### src/rtl/scsa_pkg.sv
`timescale 1ns / 1ps
package scsa_pkg;

   localparam int NUM_CLASSES = 8;
   localparam int STACK_DEPTH = 64;
   localparam int ADDR_WIDTH  = 48;

   // fixed field widths
   localparam int AW       = 48;
   localparam int SIZE_W   = 16;
   localparam int CLS_W    = 3;
   localparam int STATUS_W = 3;
   localparam int CSR_IDX_W = 8;
   localparam int NUM_CFG  = 8;
   localparam int OFF_W    = 12;
   localparam int CNT_W    = 7;

   localparam int TOP_W     = $clog2(STACK_DEPTH + 1);
   localparam int STK_IDX_W = $clog2(STACK_DEPTH);
   localparam int RAM_DEPTH = NUM_CLASSES * STACK_DEPTH;
   localparam int RAM_AW    = $clog2(RAM_DEPTH);

   localparam logic [AW-1:0] ADDR_MASK =
      (ADDR_WIDTH >= AW) ? {AW{1'b1}} : ((AW'(1) << ADDR_WIDTH) - AW'(1));

   localparam logic [STATUS_W-1:0] ST_OK          = 3'd0;
   localparam logic [STATUS_W-1:0] ST_TOO_LARGE   = 3'd1;
   localparam logic [STATUS_W-1:0] ST_OUT_OF_MEM  = 3'd2;
   localparam logic [STATUS_W-1:0] ST_MISALIGNED  = 3'd3;
   localparam logic [STATUS_W-1:0] ST_NOT_OWNED   = 3'd4;
   localparam logic [STATUS_W-1:0] ST_STACK_FULL  = 3'd5;

   localparam logic CMD_ALLOC = 1'b0;
   localparam logic CMD_FREE  = 1'b1;

   typedef enum logic [2:0] {
      S_IDLE,
      S_ALLOC_SCAN,
      S_ALLOC_POP,
      S_FREE_SCAN,
      S_DONE
   } scsa_state_type;

   typedef struct packed {
      logic [AW-1:0] op_a;
      logic [AW-1:0] op_b;
      logic          sub;
   } scsa_alu_req_type;

   typedef struct packed {
      logic [AW-1:0] sum;
      logic          no_borrow;
   } scsa_alu_rsp_type;

   function automatic logic [12:0] chunk_bytes(input logic [CLS_W-1:0] k);
      logic [12:0] r;
      case (k)
         3'd0:    r = 13'h0010;
         3'd1:    r = 13'h0020;
         3'd2:    r = 13'h0040;
         3'd3:    r = 13'h0080;
         3'd4:    r = 13'h0100;
         3'd5:    r = 13'h0200;
         3'd6:    r = 13'h0400;
         default: r = 13'h1000;
      endcase
      return r;
   endfunction

   function automatic logic [3:0] chunk_shift(input logic [CLS_W-1:0] k);
      logic [3:0] r;
      case (k)
         3'd0:    r = 4'd4;
         3'd1:    r = 4'd5;
         3'd2:    r = 4'd6;
         3'd3:    r = 4'd7;
         3'd4:    r = 4'd8;
         3'd5:    r = 4'd9;
         3'd6:    r = 4'd10;
         default: r = 4'd12;
      endcase
      return r;
   endfunction

   function automatic logic [CNT_W-1:0] capacity(input logic [CLS_W-1:0] k);
      logic [CNT_W-1:0] r;
      case (k)
         3'd0:    r = 7'h40;
         3'd1:    r = 7'h40;
         3'd2:    r = 7'h40;
         3'd3:    r = 7'h30;
         3'd4:    r = 7'h30;
         3'd5:    r = 7'h20;
         3'd6:    r = 7'h20;
         default: r = 7'h10;
      endcase
      return r;
   endfunction

   // region length in bytes: chunk size times capacity
   function automatic logic [16:0] region_bytes(input logic [CLS_W-1:0] k);
      logic [16:0] r;
      case (k)
         3'd0:    r = 17'h00400;
         3'd1:    r = 17'h00800;
         3'd2:    r = 17'h01000;
         3'd3:    r = 17'h01800;
         3'd4:    r = 17'h03000;
         3'd5:    r = 17'h04000;
         3'd6:    r = 17'h08000;
         default: r = 17'h10000;
      endcase
      return r;
   endfunction

endpackage

### src/rtl/scsa_alu.sv
`timescale 1ns / 1ps
module scsa_alu (
   input  scsa_pkg::scsa_alu_req_type alu_req,
   output scsa_pkg::scsa_alu_rsp_type alu_rsp
);
   import scsa_pkg::*;

   logic [AW:0] full;

   // subtract as a + ~b + 1, carry out set means a >= b
   always_comb begin
      full = {1'b0, alu_req.op_a}
           + {1'b0, (alu_req.sub ? ~alu_req.op_b : alu_req.op_b)}
           + (AW + 1)'(alu_req.sub);
      alu_rsp.sum       = full[AW-1:0] & ADDR_MASK;
      alu_rsp.no_borrow = full[AW];
   end
endmodule

### config.mk
export PLATFORM = sky130hd
export DESIGN_NAME = scsa_alu
export DESIGN_NICKNAME = d
export VERILOG_FILES = /design/src/rtl/scsa_pkg.sv /design/src/rtl/scsa_alu.sv
export SDC_FILE = /design/constraint.sdc
export NUM_CORES = 1
export LEC_CHECK = 0
export BUFFER_PORTS_ARGS = -buffer_cell sky130_fd_sc_hd__buf_2
export CORE_UTILIZATION = 50
export DETAILED_ROUTE_END_ITERATION = 8
export PLACE_DENSITY = 0.84
export RECOVER_POWER = 100
export SYNTH_ARGS = -nofsm -noshare
export SYNTH_HDL_FRONTEND = slang
export SYNTH_SLANG_ARGS = --single-unit
### constraint.sdc
create_clock -name vclk -period 10.4
set_input_delay 2.6 -clock vclk [all_inputs]
set_output_delay 2.6 -clock vclk [all_outputs]
set_load 0.02 [all_outputs]
==> run_results.csv <==
group,metric,value,unit
cells_and_area,nFillCells,625,
synth,ys_warn_count,0,
timing,slew_violations,0,
cts,ctsResizeCount,0,
place,place_congestion,0.8960,
synth,avgSynthCellArea,7.072,um^2
hold_path,hold_path.class,"input pin to primary output",
die,die_area,6833,um^2
detailed_routing,routed_via_density,5.825,
detailed_routing,vias,3897,
timing,worstMarginPinSlew,1.012,ns
cells_and_area,clock_buffer_count,0,
synth,ys_seq_area_share,0,%
synth,synth_cell_type_count,60,
place,dpl.hpwl,7852,um
cells_and_area,regArea,0,um^2
timing,fin_crit_sh,88.89,%
place,port_buffers,146,
timing,fin_ws,1.156,ns
detailed_routing,drt_first_pass_iters,7,
timing,final-hold-violation-count,0,
cells_and_area,flops_and_latches,0,
pwr,p_leak,1.954,nW
cts,postCtsHoldBufs,0,
timing,layout_min_cycle_time,9.244,ns
timing,slew_headroom,32.55,%
cts,cts_setup_buffers,0,
timing,setup_viol,0,
worst_setup_path,required,7.80,ns
die,initial_utilization,51.53,%
pwr,powerDensity,115.2,nW/um^2
cells_and_area,final_nets,742,
global_routing,grt_usage,27.13,%
global_routing,grt_pass1_wl,15180,um
die,top_level_ports,146,
pwr,peakVddDrop,0.00007838,V
worst_setup_path,cp-start-kind,"input pin",
die,placementRows,29,
die,dieHeight,82.66,um
global_routing,antenna_found_initial,0,
synth,ys_top_cells_by_area,"ha_1 19%, xor2_1 16%, xnor2_1 8.9%",
global_routing,grt-ovfl-total,0,
timing,fmax,108.2,MHz
worst_setup_path,worstPathMaxFanout,37,
cells_and_area,drive_gt1_share,20.95,%
timing,holdWs,5.518,ns
synth,netlist_area,3253,um^2
cells_and_area,syn2layout_area_growth,21.46,%
detailed_routing,ant_nets,0,
detailed_routing,wl,9360,um
place,pre_cts_ws,1.570,ns
synth,synth_top_area_cell,"ha_1",
synth,synth.top_cells.by_count,"60 x xor2_1, 57 x a21oi_1, 50 x ha_1, 41 x nand2_1, 33 x xnor2_1",
detailed_routing,routedWlPerCell,13.99,um
detailed_routing,drtIter0Drc,179,
synth,syn_nets,608,
global_routing,grt_start_max_net_pins,38,
worst_setup_path,critPathKind,"input pin to primary output",
outcome,outcome,"completed",
timing,fin_setup_tns,0,ns
cells_and_area,multi_input_area,3097,um^2
synth,synth.top_cell.area_share,19.23,%
die,core_region_area,6314,um^2
worst_setup_path,critPathArrivalTime,6.64,ns
synth,synth_cells,460,
detailed_routing,drc,0,
cells_and_area,antennaDiodeCount,0,
worst_setup_path,cp-end-kind,"primary output",
timing,rsz0062_at_grt,"no",
global_routing,grt_pass1_vias,3582,
die,die_w,82.66,um
flow_run,drv_cap,0,
synth,synth.most_common_cell,"xor2_1",
-- cells in the final DEF, fill, tap and decap left out, types with 3 or more instances in the layout --
master,Yosys,final
buf_2,0,114
xor2_1,60,60
a21oi_1,57,60
ha_1,50,50
nand2_1,41,41
xnor2_1,33,33
clkbuf_1,11,32
nor2_1,24,24
a21o_1,19,19
o21ai_0,13,18
inv_1,16,16
o21ai_1,17,12
nand4_1,10,10
nor3_1,10,10
or3_1,7,7
nand3_1,6,6
o21bai_1,6,6
nand2b_1,5,5
o21a_1,5,5
nor2b_1,4,4
and2_1,4,4
a31oi_1,4,4
or2_2,3,3
and3_1,3,3
o31ai_1,1,3
a21boi_0,0,3
-- per-layer routing --
layer | part of all wire [%] | vias to the layer above | wire [um] | GRT usage (%)
met5 | 0 | - | 0 | 0
met4 | 2.1 | 0 | 193 | 5.345
met3 | 6.5 | 18 | 612 | 0.3297
met2 | 47 | 192 | 4401 | 48.36
met1 | 44 | 1756 | 4153 | 36.42
li1 | - | 1931 | - | -
-- logic make-up (layout without fill, tap and decap cells) --
family / count (synthesis) / after routing / synth area share, %
adder cells (fa/ha/maj): 51 / 51 / 19.85
AO/OA/AOI/OAI: 157 / 157 / 31.62
buffers and inverters: 31 / 163 / 3.577
XOR/XNOR: 93 / 93 / 25.04
AND/OR/NAND/NOR: 126 / 126 / 19.31
multiplexers: 2 / 2 / 0.6154
-- area by class of cell --
cell class	count	area share, %
tap	77	2.438
multi-input combinational	429	78.37
timing repair buffer	147	17.67
inverter	16	1.520
-- final timing paths --
kind | start | end | slack, ns | depth (start not counted)
max | alu_req[0] | alu_rsp[37] | 1.16 | 13
min | alu_req[49] | alu_rsp[1] | 5.52 | 3
-- per-stage QoR --
stage | util, % | std cells | instance area [um^2] | power, mW
final | 62.58 | 669 | 3951 | 0.4551
after global routing | 62.58 | 669 | 3951 | 0.4971
after CTS | 63.85 | 669 | 4031 | 0.4671
after detailed placement | 63.85 | 669 | 4031 | 0.4639
after global placement | 63.85 | 669 | 4031 | 0.4607
after floorplan | - | 460 | 3253 | 0.3347
-- worst max-delay path: stages --
cell and delay (ns):
buf_2 0.75, xor2_1 0.16, ha_1 0.38, nor2b_4 0.15
o311a_4 0.31, or3_4 0.41, a211oi_1 0.50, a21oi_1 0.25
a21o_1 0.25, a21oi_1 0.29, o311ai_0 0.22, xor2_1 0.18
buf_2 0.18
-- power breakdown --
part           internal (mW)  total [mW]  leakage [nW]  switching (mW)
registers                  0           0             0               0
logic                  0.169       0.455          1.95           0.286
clock network              0           0             0               0
Note: power is estimated with default switching activity, not from simulation.
