===== src/rtl/scsa_pkg.sv =====
`timescale 1ns / 1ps
package scsa_pkg;

   localparam int NUM_CLASSES = 8;
   localparam int STACK_DEPTH = 64;
   localparam int ADDR_WIDTH  = 48;

   // fixed field widths
   localparam int AW       = 48;
   localparam int SIZE_W   = 16;
   localparam int CLS_W    = 3;
   localparam int STATUS_W = 3;
   localparam int CSR_IDX_W = 8;
   localparam int NUM_CFG  = 8;
   localparam int OFF_W    = 12;
   localparam int CNT_W    = 7;

   localparam int TOP_W     = $clog2(STACK_DEPTH + 1);
   localparam int STK_IDX_W = $clog2(STACK_DEPTH);
   localparam int RAM_DEPTH = NUM_CLASSES * STACK_DEPTH;
   localparam int RAM_AW    = $clog2(RAM_DEPTH);

   localparam logic [AW-1:0] ADDR_MASK =
      (ADDR_WIDTH >= AW) ? {AW{1'b1}} : ((AW'(1) << ADDR_WIDTH) - AW'(1));

   localparam logic [STATUS_W-1:0] ST_OK          = 3'd0;
   localparam logic [STATUS_W-1:0] ST_TOO_LARGE   = 3'd1;
   localparam logic [STATUS_W-1:0] ST_OUT_OF_MEM  = 3'd2;
   localparam logic [STATUS_W-1:0] ST_MISALIGNED  = 3'd3;
   localparam logic [STATUS_W-1:0] ST_NOT_OWNED   = 3'd4;
   localparam logic [STATUS_W-1:0] ST_STACK_FULL  = 3'd5;

   localparam logic CMD_ALLOC = 1'b0;
   localparam logic CMD_FREE  = 1'b1;

   typedef enum logic [2:0] {
      S_IDLE,
      S_ALLOC_SCAN,
      S_ALLOC_POP,
      S_FREE_SCAN,
      S_DONE
   } scsa_state_type;

   typedef struct packed {
      logic [AW-1:0] op_a;
      logic [AW-1:0] op_b;
      logic          sub;
   } scsa_alu_req_type;

   typedef struct packed {
      logic [AW-1:0] sum;
      logic          no_borrow;
   } scsa_alu_rsp_type;

   function automatic logic [12:0] chunk_bytes(input logic [CLS_W-1:0] k);
      logic [12:0] r;
      case (k)
         3'd0:    r = 13'h0010;
         3'd1:    r = 13'h0020;
         3'd2:    r = 13'h0040;
         3'd3:    r = 13'h0080;
         3'd4:    r = 13'h0100;
         3'd5:    r = 13'h0200;
         3'd6:    r = 13'h0400;
         default: r = 13'h1000;
      endcase
      return r;
   endfunction

   function automatic logic [3:0] chunk_shift(input logic [CLS_W-1:0] k);
      logic [3:0] r;
      case (k)
         3'd0:    r = 4'd4;
         3'd1:    r = 4'd5;
         3'd2:    r = 4'd6;
         3'd3:    r = 4'd7;
         3'd4:    r = 4'd8;
         3'd5:    r = 4'd9;
         3'd6:    r = 4'd10;
         default: r = 4'd12;
      endcase
      return r;
   endfunction

   function automatic logic [CNT_W-1:0] capacity(input logic [CLS_W-1:0] k);
      logic [CNT_W-1:0] r;
      case (k)
         3'd0:    r = 7'h40;
         3'd1:    r = 7'h40;
         3'd2:    r = 7'h40;
         3'd3:    r = 7'h30;
         3'd4:    r = 7'h30;
         3'd5:    r = 7'h20;
         3'd6:    r = 7'h20;
         default: r = 7'h10;
      endcase
      return r;
   endfunction

   // region length in bytes: chunk size times capacity
   function automatic logic [16:0] region_bytes(input logic [CLS_W-1:0] k);
      logic [16:0] r;
      case (k)
         3'd0:    r = 17'h00400;
         3'd1:    r = 17'h00800;
         3'd2:    r = 17'h01000;
         3'd3:    r = 17'h01800;
         3'd4:    r = 17'h03000;
         3'd5:    r = 17'h04000;
         3'd6:    r = 17'h08000;
         default: r = 17'h10000;
      endcase
      return r;
   endfunction

endpackage


===== src/rtl/scsa_ctrl.sv =====
`timescale 1ns / 1ps
module scsa_ctrl (
   input  logic                           clock,
   input  logic                           reset,
   // request
   input  logic                           req_valid,
   output logic                           req_ready,
   input  logic                           req_cmd,
   input  logic [scsa_pkg::SIZE_W-1:0]    req_size,
   input  logic [scsa_pkg::AW-1:0]        req_chunk_address,
   // response
   output logic                           rsp_valid,
   input  logic                           rsp_ready,
   output logic [scsa_pkg::AW-1:0]        rsp_grant_address,
   output logic [scsa_pkg::CLS_W-1:0]     rsp_class_index,
   output logic [scsa_pkg::STATUS_W-1:0]  rsp_status,
   // register writes
   input  logic                           csr_valid,
   input  logic [scsa_pkg::CSR_IDX_W-1:0] csr_index,
   input  logic [scsa_pkg::AW-1:0]        csr_data,
   // shared adder
   output scsa_pkg::scsa_alu_req_type     alu_req,
   input  scsa_pkg::scsa_alu_rsp_type     alu_rsp,
   // free stack memory
   output logic                           ram_wr_en,
   output logic [scsa_pkg::RAM_AW-1:0]    ram_wr_addr,
   output logic [scsa_pkg::OFF_W-1:0]     ram_wr_data,
   output logic [scsa_pkg::RAM_AW-1:0]    ram_rd_addr,
   input  logic [scsa_pkg::OFF_W-1:0]     ram_rd_data
);
   import scsa_pkg::*;

   localparam logic [CLS_W-1:0] LAST_CLS = CLS_W'(NUM_CLASSES - 1);

   scsa_state_type    state_ff, state_in;
   logic [CLS_W-1:0]  cls_ff, cls_in;
   logic [AW-1:0]     addr_ff, addr_in;
   logic [AW-1:0]     base_ff [NUM_CFG];
   logic [CNT_W-1:0]  bump_ff [NUM_CLASSES];
   logic [CNT_W-1:0]  bump_in [NUM_CLASSES];
   logic [TOP_W-1:0]  top_ff  [NUM_CLASSES];
   logic [TOP_W-1:0]  top_in  [NUM_CLASSES];
   logic [AW-1:0]     res_addr_ff, res_addr_in;
   logic [CLS_W-1:0]  res_cls_ff, res_cls_in;
   logic [STATUS_W-1:0] res_status_ff, res_status_in;
   logic              rsp_valid_ff, rsp_valid_in;
   logic [AW-1:0]     rsp_addr_ff, rsp_addr_in;
   logic [CLS_W-1:0]  rsp_cls_ff, rsp_cls_in;
   logic [STATUS_W-1:0] rsp_status_ff, rsp_status_in;

   logic              start_found;
   logic [CLS_W-1:0]  start_cls;
   logic [TOP_W-1:0]  cur_top;
   logic [CNT_W-1:0]  cur_bump;
   logic              owned;

   function automatic logic [RAM_AW-1:0] stack_addr(input logic [CLS_W-1:0] k,
                                                    input logic [STK_IDX_W-1:0] idx);
      return RAM_AW'(int'(k) * STACK_DEPTH + int'(idx));
   endfunction

   // smallest class whose chunk fits the request
   always_comb begin
      start_found = 1'b0;
      start_cls   = '0;
      for (int i = NUM_CLASSES - 1; i >= 0; i--) begin
         if (SIZE_W'(chunk_bytes(CLS_W'(i))) >= req_size) begin
            start_found = 1'b1;
            start_cls   = CLS_W'(i);
         end
      end
   end

   assign cur_top  = top_ff[cls_ff];
   assign cur_bump = bump_ff[cls_ff];
   assign owned    = alu_rsp.no_borrow && (alu_rsp.sum < AW'(region_bytes(cls_ff)));

   always_ff @(posedge clock) begin
      if (reset) begin
         state_ff     <= S_IDLE;
         rsp_valid_ff <= 1'b0;
         for (int i = 0; i < NUM_CLASSES; i++) begin
            bump_ff[i] <= '0;
            top_ff[i]  <= '0;
         end
         for (int i = 0; i < NUM_CFG; i++) begin
            base_ff[i] <= '0;
         end
      end else begin
         state_ff     <= state_in;
         rsp_valid_ff <= rsp_valid_in;
         bump_ff      <= bump_in;
         top_ff       <= top_in;
         if (csr_valid && (csr_index < CSR_IDX_W'(NUM_CFG))) begin
            base_ff[csr_index[CLS_W-1:0]] <= csr_data & ADDR_MASK;
         end
      end
   end

   always_ff @(posedge clock) begin
      cls_ff        <= cls_in;
      addr_ff       <= addr_in;
      res_addr_ff   <= res_addr_in;
      res_cls_ff    <= res_cls_in;
      res_status_ff <= res_status_in;
      rsp_addr_ff   <= rsp_addr_in;
      rsp_cls_ff    <= rsp_cls_in;
      rsp_status_ff <= rsp_status_in;
   end

   always_comb begin
      state_in      = state_ff;
      cls_in        = cls_ff;
      addr_in       = addr_ff;
      bump_in       = bump_ff;
      top_in        = top_ff;
      res_addr_in   = res_addr_ff;
      res_cls_in    = res_cls_ff;
      res_status_in = res_status_ff;
      rsp_valid_in  = rsp_valid_ff;
      rsp_addr_in   = rsp_addr_ff;
      rsp_cls_in    = rsp_cls_ff;
      rsp_status_in = rsp_status_ff;
      req_ready     = 1'b0;
      alu_req.op_a  = base_ff[cls_ff];
      alu_req.op_b  = '0;
      alu_req.sub   = 1'b0;
      ram_wr_en     = 1'b0;
      ram_wr_addr   = stack_addr(cls_ff, cur_top[STK_IDX_W-1:0]);
      ram_wr_data   = alu_rsp.sum[OFF_W+3:4];
      ram_rd_addr   = stack_addr(cls_ff, STK_IDX_W'(cur_top - TOP_W'(1)));

      if (rsp_valid_ff && rsp_ready) begin
         rsp_valid_in = 1'b0;
      end

      case (state_ff)
         S_IDLE: begin
            req_ready   = 1'b1;
            res_addr_in = '0;
            res_cls_in  = '0;
            if (req_valid) begin
               addr_in = req_chunk_address & ADDR_MASK;
               if (req_cmd == CMD_ALLOC) begin
                  cls_in = start_cls;
                  if (start_found) begin
                     state_in = S_ALLOC_SCAN;
                  end else begin
                     res_status_in = ST_TOO_LARGE;
                     state_in      = S_DONE;
                  end
               end else begin
                  cls_in = '0;
                  if ((req_chunk_address & ADDR_MASK) == '0) begin
                     res_status_in = ST_OK;
                     state_in      = S_DONE;
                  end else begin
                     state_in = S_FREE_SCAN;
                  end
               end
            end
         end
         S_ALLOC_SCAN: begin
            // bump address: base + (count << log2 chunk)
            alu_req.op_b = AW'(cur_bump) << chunk_shift(cls_ff);
            if (cur_top != '0) begin
               top_in[cls_ff] = cur_top - TOP_W'(1);
               state_in       = S_ALLOC_POP;
            end else if (cur_bump < capacity(cls_ff)) begin
               bump_in[cls_ff] = cur_bump + CNT_W'(1);
               res_addr_in     = alu_rsp.sum;
               res_cls_in      = cls_ff;
               res_status_in   = ST_OK;
               state_in        = S_DONE;
            end else if (cls_ff == LAST_CLS) begin
               res_status_in = ST_OUT_OF_MEM;
               state_in      = S_DONE;
            end else begin
               cls_in = cls_ff + CLS_W'(1);
            end
         end
         S_ALLOC_POP: begin
            alu_req.op_b  = AW'(ram_rd_data) << 4;
            res_addr_in   = alu_rsp.sum;
            res_cls_in    = cls_ff;
            res_status_in = ST_OK;
            state_in      = S_DONE;
         end
         S_FREE_SCAN: begin
            alu_req.op_a = addr_ff;
            alu_req.op_b = base_ff[cls_ff];
            alu_req.sub  = 1'b1;
            if (owned) begin
               res_cls_in = cls_ff;
               state_in   = S_DONE;
               if (addr_ff[3:0] != 4'h0) begin
                  res_status_in = ST_MISALIGNED;
               end else if (cur_top >= TOP_W'(STACK_DEPTH)) begin
                  res_status_in = ST_STACK_FULL;
               end else begin
                  ram_wr_en      = 1'b1;
                  top_in[cls_ff] = cur_top + TOP_W'(1);
                  res_status_in  = ST_OK;
               end
            end else if (cls_ff == LAST_CLS) begin
               res_status_in = ST_NOT_OWNED;
               state_in      = S_DONE;
            end else begin
               cls_in = cls_ff + CLS_W'(1);
            end
         end
         S_DONE: begin
            // hand off once the output register is free
            if (!rsp_valid_ff || rsp_ready) begin
               rsp_valid_in  = 1'b1;
               rsp_addr_in   = res_addr_ff;
               rsp_cls_in    = res_cls_ff;
               rsp_status_in = res_status_ff;
               state_in      = S_IDLE;
            end
         end
         default: begin
            state_in = S_IDLE;
         end
      endcase
   end

   assign rsp_valid         = rsp_valid_ff;
   assign rsp_grant_address = rsp_addr_ff;
   assign rsp_class_index   = rsp_cls_ff;
   assign rsp_status        = rsp_status_ff;
endmodule


===== config.mk =====
export PLATFORM = sky130hd
export DESIGN_NAME = scsa_ctrl
export DESIGN_NICKNAME = d
export VERILOG_FILES = /design/src/rtl/scsa_pkg.sv /design/src/rtl/scsa_ctrl.sv
export SDC_FILE = /design/constraint.sdc
export NUM_CORES = 1
export LEC_CHECK = 0
export ABC_AREA = 1
export BUFFER_PORTS_ARGS = -buffer_cell sky130_fd_sc_hd__clkbuf_2
export CORE_ASPECT_RATIO = 0.7
export CORE_MARGIN = 5
export CORE_UTILIZATION = 35
export CTS_CLUSTER_SIZE = 14
export DETAILED_ROUTE_END_ITERATION = 8
export PLACE_DENSITY = 0.54
export SLEW_MARGIN = 0
export SYNTH_ARGS = -nofsm -noshare
export SYNTH_HDL_FRONTEND = slang
export SYNTH_SLANG_ARGS = --single-unit

===== constraint.sdc =====
create_clock -name clock -period 5.2 [get_ports clock]
set_clock_uncertainty 0.1 [all_clocks]
set_input_delay 0.52 -clock clock [delete_from_list [all_inputs] [get_ports clock]]
set_output_delay 0.52 -clock clock [all_outputs]
set_load 0.05 [all_outputs]

==> insert_results.sql <==
INSERT INTO impl_metrics (metric_group, metric, value, unit) VALUES
('run_status', 'run_status', 'completed', ''),
('synth', 'mappedNetlistNets', '3446', ''),
('synth', 'syn-instance-count', '3244', ''),
('power', 'power_leakage', '0.0145', 'uW'),
('route', 'drt_first_iter_violations', '2396', ''),
('grt', 'global_route_wire_length_before_repair', '148000', 'um'),
('die', 'floorplan.die_area', '92100', 'um^2'),
('grt', 'grt_start_max_net_pins', '193', ''),
('critical_path', 'cp-start-kind', 'flip-flop', ''),
('finish', 'fillCellCount', '8501', ''),
('timing', 'final_number_of_hold_violating_endpoints', '0', ''),
('route', 'route.final.wire_length', '99700', 'um'),
('synth', 'synth_seq_area_share', '62.0', '%'),
('grt', 'grt_pass1_vias', '22712', ''),
('finish', 'layout.nets', '3797', ''),
('die', 'die_h', '255', 'um'),
('synth', 'synth-seq-cells', '662', ''),
('clock_network', 'cts_tree', 'built', ''),
('timing', 'max_clock_freq', '203', 'MHz'),
('power', 'ir_drop', '0.266', 'mV'),
('grt', 'antenna_found_initial', '12', ''),
('route', 'route.top_layer_used', 'met5', ''),
('place', 'place.gp.congestion', '0.842', ''),
('place', 'io_buffer_count', '370', ''),
('synth', 'synthesis.area_per_instance', '9.29', 'um^2'),
('route', 'ant_nets', '0', ''),
('route', 'drc', '0', ''),
('grt', 'grt_overflow', '0', ''),
('critical_path', 'critPathCapture', 'ram_wr_en', ''),
('die', 'die_width', '361', 'um'),
('place', 'dp_hpwl', '63400', 'um'),
('timing', 'holdWs', '97.0', 'ps'),
('critical_path', 'worstReg2RegStart', 'cls_ff[0]', ''),
('die', 'initial_core_util', '35.1', '%'),
('power', 'power_per_cell_area', '375', 'nW/um^2'),
('route', 'dr_total_vias', '24204', ''),
('hold_path', 'worst_hold_path_type', 'in2reg', ''),
('critical_path', 'worstSetupStartpoint', 'cls_ff[0]', ''),
('critical_path', 'required', '4580', 'ps'),
('synth', 'yosysWarningCount', '0', ''),
('critical_path', 'setup.reg_to_reg.worst_slack', '810', 'ps'),
('timing', 'max_slew.worst_pin.slew', '955', 'ps'),
('route', 'wl_per_cell', '20.7', 'um'),
('finish', 'final_layout_size_suffix_gt1_share', '16.3', '%'),
('critical_path', 'critPathMaxFanout', '19', ''),
('timing', 'time_the_final_worst_path_needs_with_i_o_delays_and_setup', '4930', 'ps'),
('timing', 'final_setup_fails', '0', ''),
('die', 'pin_count', '371', ''),
('route', 'route.layer.met1.wl', '46600', 'um'),
('clock_network', 'cts_sinks', '662', ''),
('timing', 'drv_slew', '0', ''),
('critical_path', 'endpoint_kind_of_the_worst_setup_timing_path', 'primary output', ''),
('route', 'vias_per_cell', '5.04', ''),
('clock_network', 'post_cts_clock_slew_at_the_launch_and_capture_registers_of_the_worst_setup_and_hold_paths', '60', 'ps'),
('grt', 'total_global_routing_track_utilization', '21.0', '%'),
('run', 'maxCapViolCount', '0', ''),
('route', 'drtPass1Iterations', '5', ''),
('finish', 'syn2layout_area_growth', '19.1', '%'),
('route', 'met2WireLength', '43000', 'um'),
('route', 'wl_met3', '7880', 'um'),
('timing', 'max-slew-margin-rel', '35.9', '%'),
('critical_path', 'critical_path.reg2reg.endpoint', 'top_ff[35]', ''),
('critical_path', 'worst-r2r-cell-count', '18', ''),
('timing', 'setup_total_negative_slack', '0', 'ps'),
('critical_path', 'cp_data_arrival_time', '4310', 'ps'),
('critical_path', 'crit_type', 'reg2out', ''),
('clock_network', 'clock_buffer_depth', '3', ''),
('synth', 'synthesis.area', '30100', 'um^2'),
('clock_network', 'insertion_delay', '640', 'ps'),
('clock_network', 'h-tree-depth', '3', ''),
('timing', 'grt_setup_unrepaired', 'false', ''),
('clock_network', 'root_buffer', 'clkbuf_16', ''),
('clock_network', 'inserted_clock_buffers', '70', ''),
('die', 'coreArea', '85800', 'um^2'),
('die', 'placement_rows', '90', ''),
('synth', 'netlist-cell-type-count', '40', ''),
('timing', 'post-route-period-util', '94.9', '%');
## where the power goes
group / switching, uW / internal [uW] / total (uW)
clock network: 2200 / 2720 / 4920
logic: 1790 / 516 / 2310
registers: 123 / 6090 / 6210
total: 4110 / 9320 / 13400
## metal layers
| layer | global-route usage (%) | up-vias |
|---|---|---|
| met5 | 0 | - |
| met2 | 30.8 | 902 |
| met3 | 4.31 | 136 |
| met1 | 31.8 | 11629 |
| li1 | - | 11531 |
| met4 | 5.09 | 6 |
## stage by stage
step	utilization, %	std cells	instance area [um^2]	total power, uW	setup WS [ps]
6_report	41.8	4805	35900	13400	268
5_1_grt	41.8	4803	35900	13900	70.7
4_1_cts	41.8	4796	35800	13600	186
2_1_floorplan	-	3244	30100	7760	241
3_5_place_dp	38.6	4623	33200	8610	839
3_3_place_gp	38.6	4623	33200	8610	1020
## worst max-delay path, stage by stage, from the launching register on
cell,delay (ps)
edfxtp_1,770
inv_2,360
ha_1,320
nand2_1,100
inv_1,60
nor2_1,130
inv_1,70
nor2_1,190
nand2_1,100
ha_1,200
nor3_1,180
nand2_1,80
nor2_1,170
nand3_1,180
nor3_1,380
clkbuf_2,370
## layout by cell type (no fill, tap or decap), types with 16 or more instances in the layout
cell,Yosys,final
dlygate4sd3_1,0,47
nor2_1,893,890
nand2_2,6,23
clkbuf_16,0,74
a21oi_1,60,60
clkbuf_2,0,370
nand2_1,476,459
o21ai_0,367,367
nand4_1,25,25
nand3_1,69,69
dfxtp_1,119,116
edfxtp_1,543,543
inv_1,269,265
clkbuf_1,149,16
buf_4,27,52
o22ai_1,62,62
o221ai_1,46,46
## cells in the mapped netlist
library cell | instances | area, um^2
nor2_4 | 1 | 11.3
nand2_2 | 6 | 37.5
nor4_1 | 3 | 18.8
buf_4 | 27 | 203
clkbuf_1 | 149 | 559
o21a_1 | 5 | 37.5
buf_6 | 5 | 56.3
nor2_8 | 2 | 40.0
o21ai_1 | 14 | 70.1
o211ai_1 | 6 | 45.0
a32o_1 | 1 | 10.0
and2_1 | 1 | 6.26
inv_1 | 269 | 1010
xor2_1 | 7 | 61.3
clkinv_1 | 2 | 7.51
o21bai_1 | 3 | 22.5
nand2_1 | 476 | 1790
nor2_2 | 3 | 18.8
nor2_1 | 893 | 3350
inv_2 | 5 | 18.8
nand3_1 | 69 | 345
nand3b_1 | 3 | 22.5
a21oi_1 | 60 | 300
nor3_2 | 1 | 10.0
nand3_2 | 9 | 90.1
o221ai_1 | 46 | 403
nand3_4 | 6 | 105
buf_2 | 16 | 80.1
ha_1 | 15 | 188
o21ai_0 | 367 | 1840
o2bb2ai_1 | 1 | 8.76
buf_1 | 4 | 15.0
o31ai_1 | 2 | 15.0
nand4_1 | 25 | 156
dfxtp_1 | 119 | 2380
o22ai_1 | 62 | 388
edfxtp_1 | 543 | 16300
or2_2 | 3 | 18.8
a31oi_1 | 4 | 25.0
nor3_1 | 11 | 55.1
## flip-flops by register name, indices dropped and copies added, names as in the netlist, 48 cells and up, named ones only
name	cells
base_ff	384
top_ff	56
addr_ff	48
rsp_grant_address	48
bump_ff	56
res_addr_ff	48
## cell families after synthesis
family / synth area share, %
compound gates: 10.5
xor+xnor: 0.204
fa+ha+maj: 0.623
buf+inv: 6.47
flops: 62.0
simple gates: 20.2
## layout make-up
class | instances | area [um^2] | area share, %
clock buffers | 93 | 1950 | 5.45
flip-flops and latches | 662 | 18700 | 52.1
well taps | 1150 | 1440 | 4.01
repair buffers | 480 | 2930 | 8.18
multi-input cells | 2105 | 9550 | 26.6
inverters | 276 | 1040 | 2.90
diodes | 6 | 15.0 | 0.0419
clock inverters | 33 | 244 | 0.680
## how the worst min path moves through the flow
stage                    startpoint  slack [ps]                     to  cells past startpoint
floorplan             res_cls_ff[0]         300     rsp_class_index[0]                      0
global placement    res_addr_ff[18]         300  rsp_grant_address[18]                      0
detailed placement  res_addr_ff[11]         300  rsp_grant_address[11]                      0
CTS                      alu_rsp[3]          40         res_addr_ff[2]                      3
global route             alu_rsp[3]          70         res_addr_ff[2]                      3
finish                   alu_rsp[4]         100         res_addr_ff[3]                      3
## what timing repair did
action	4_1_cts	5_1_grt
endpoints found under the setup margin	0	2
hold endpoints to repair	47	0
setup buffers	0	3
hold buffers	47	0
resized for setup	0	1
Note: power is estimated with default switching activity, not from simulation.
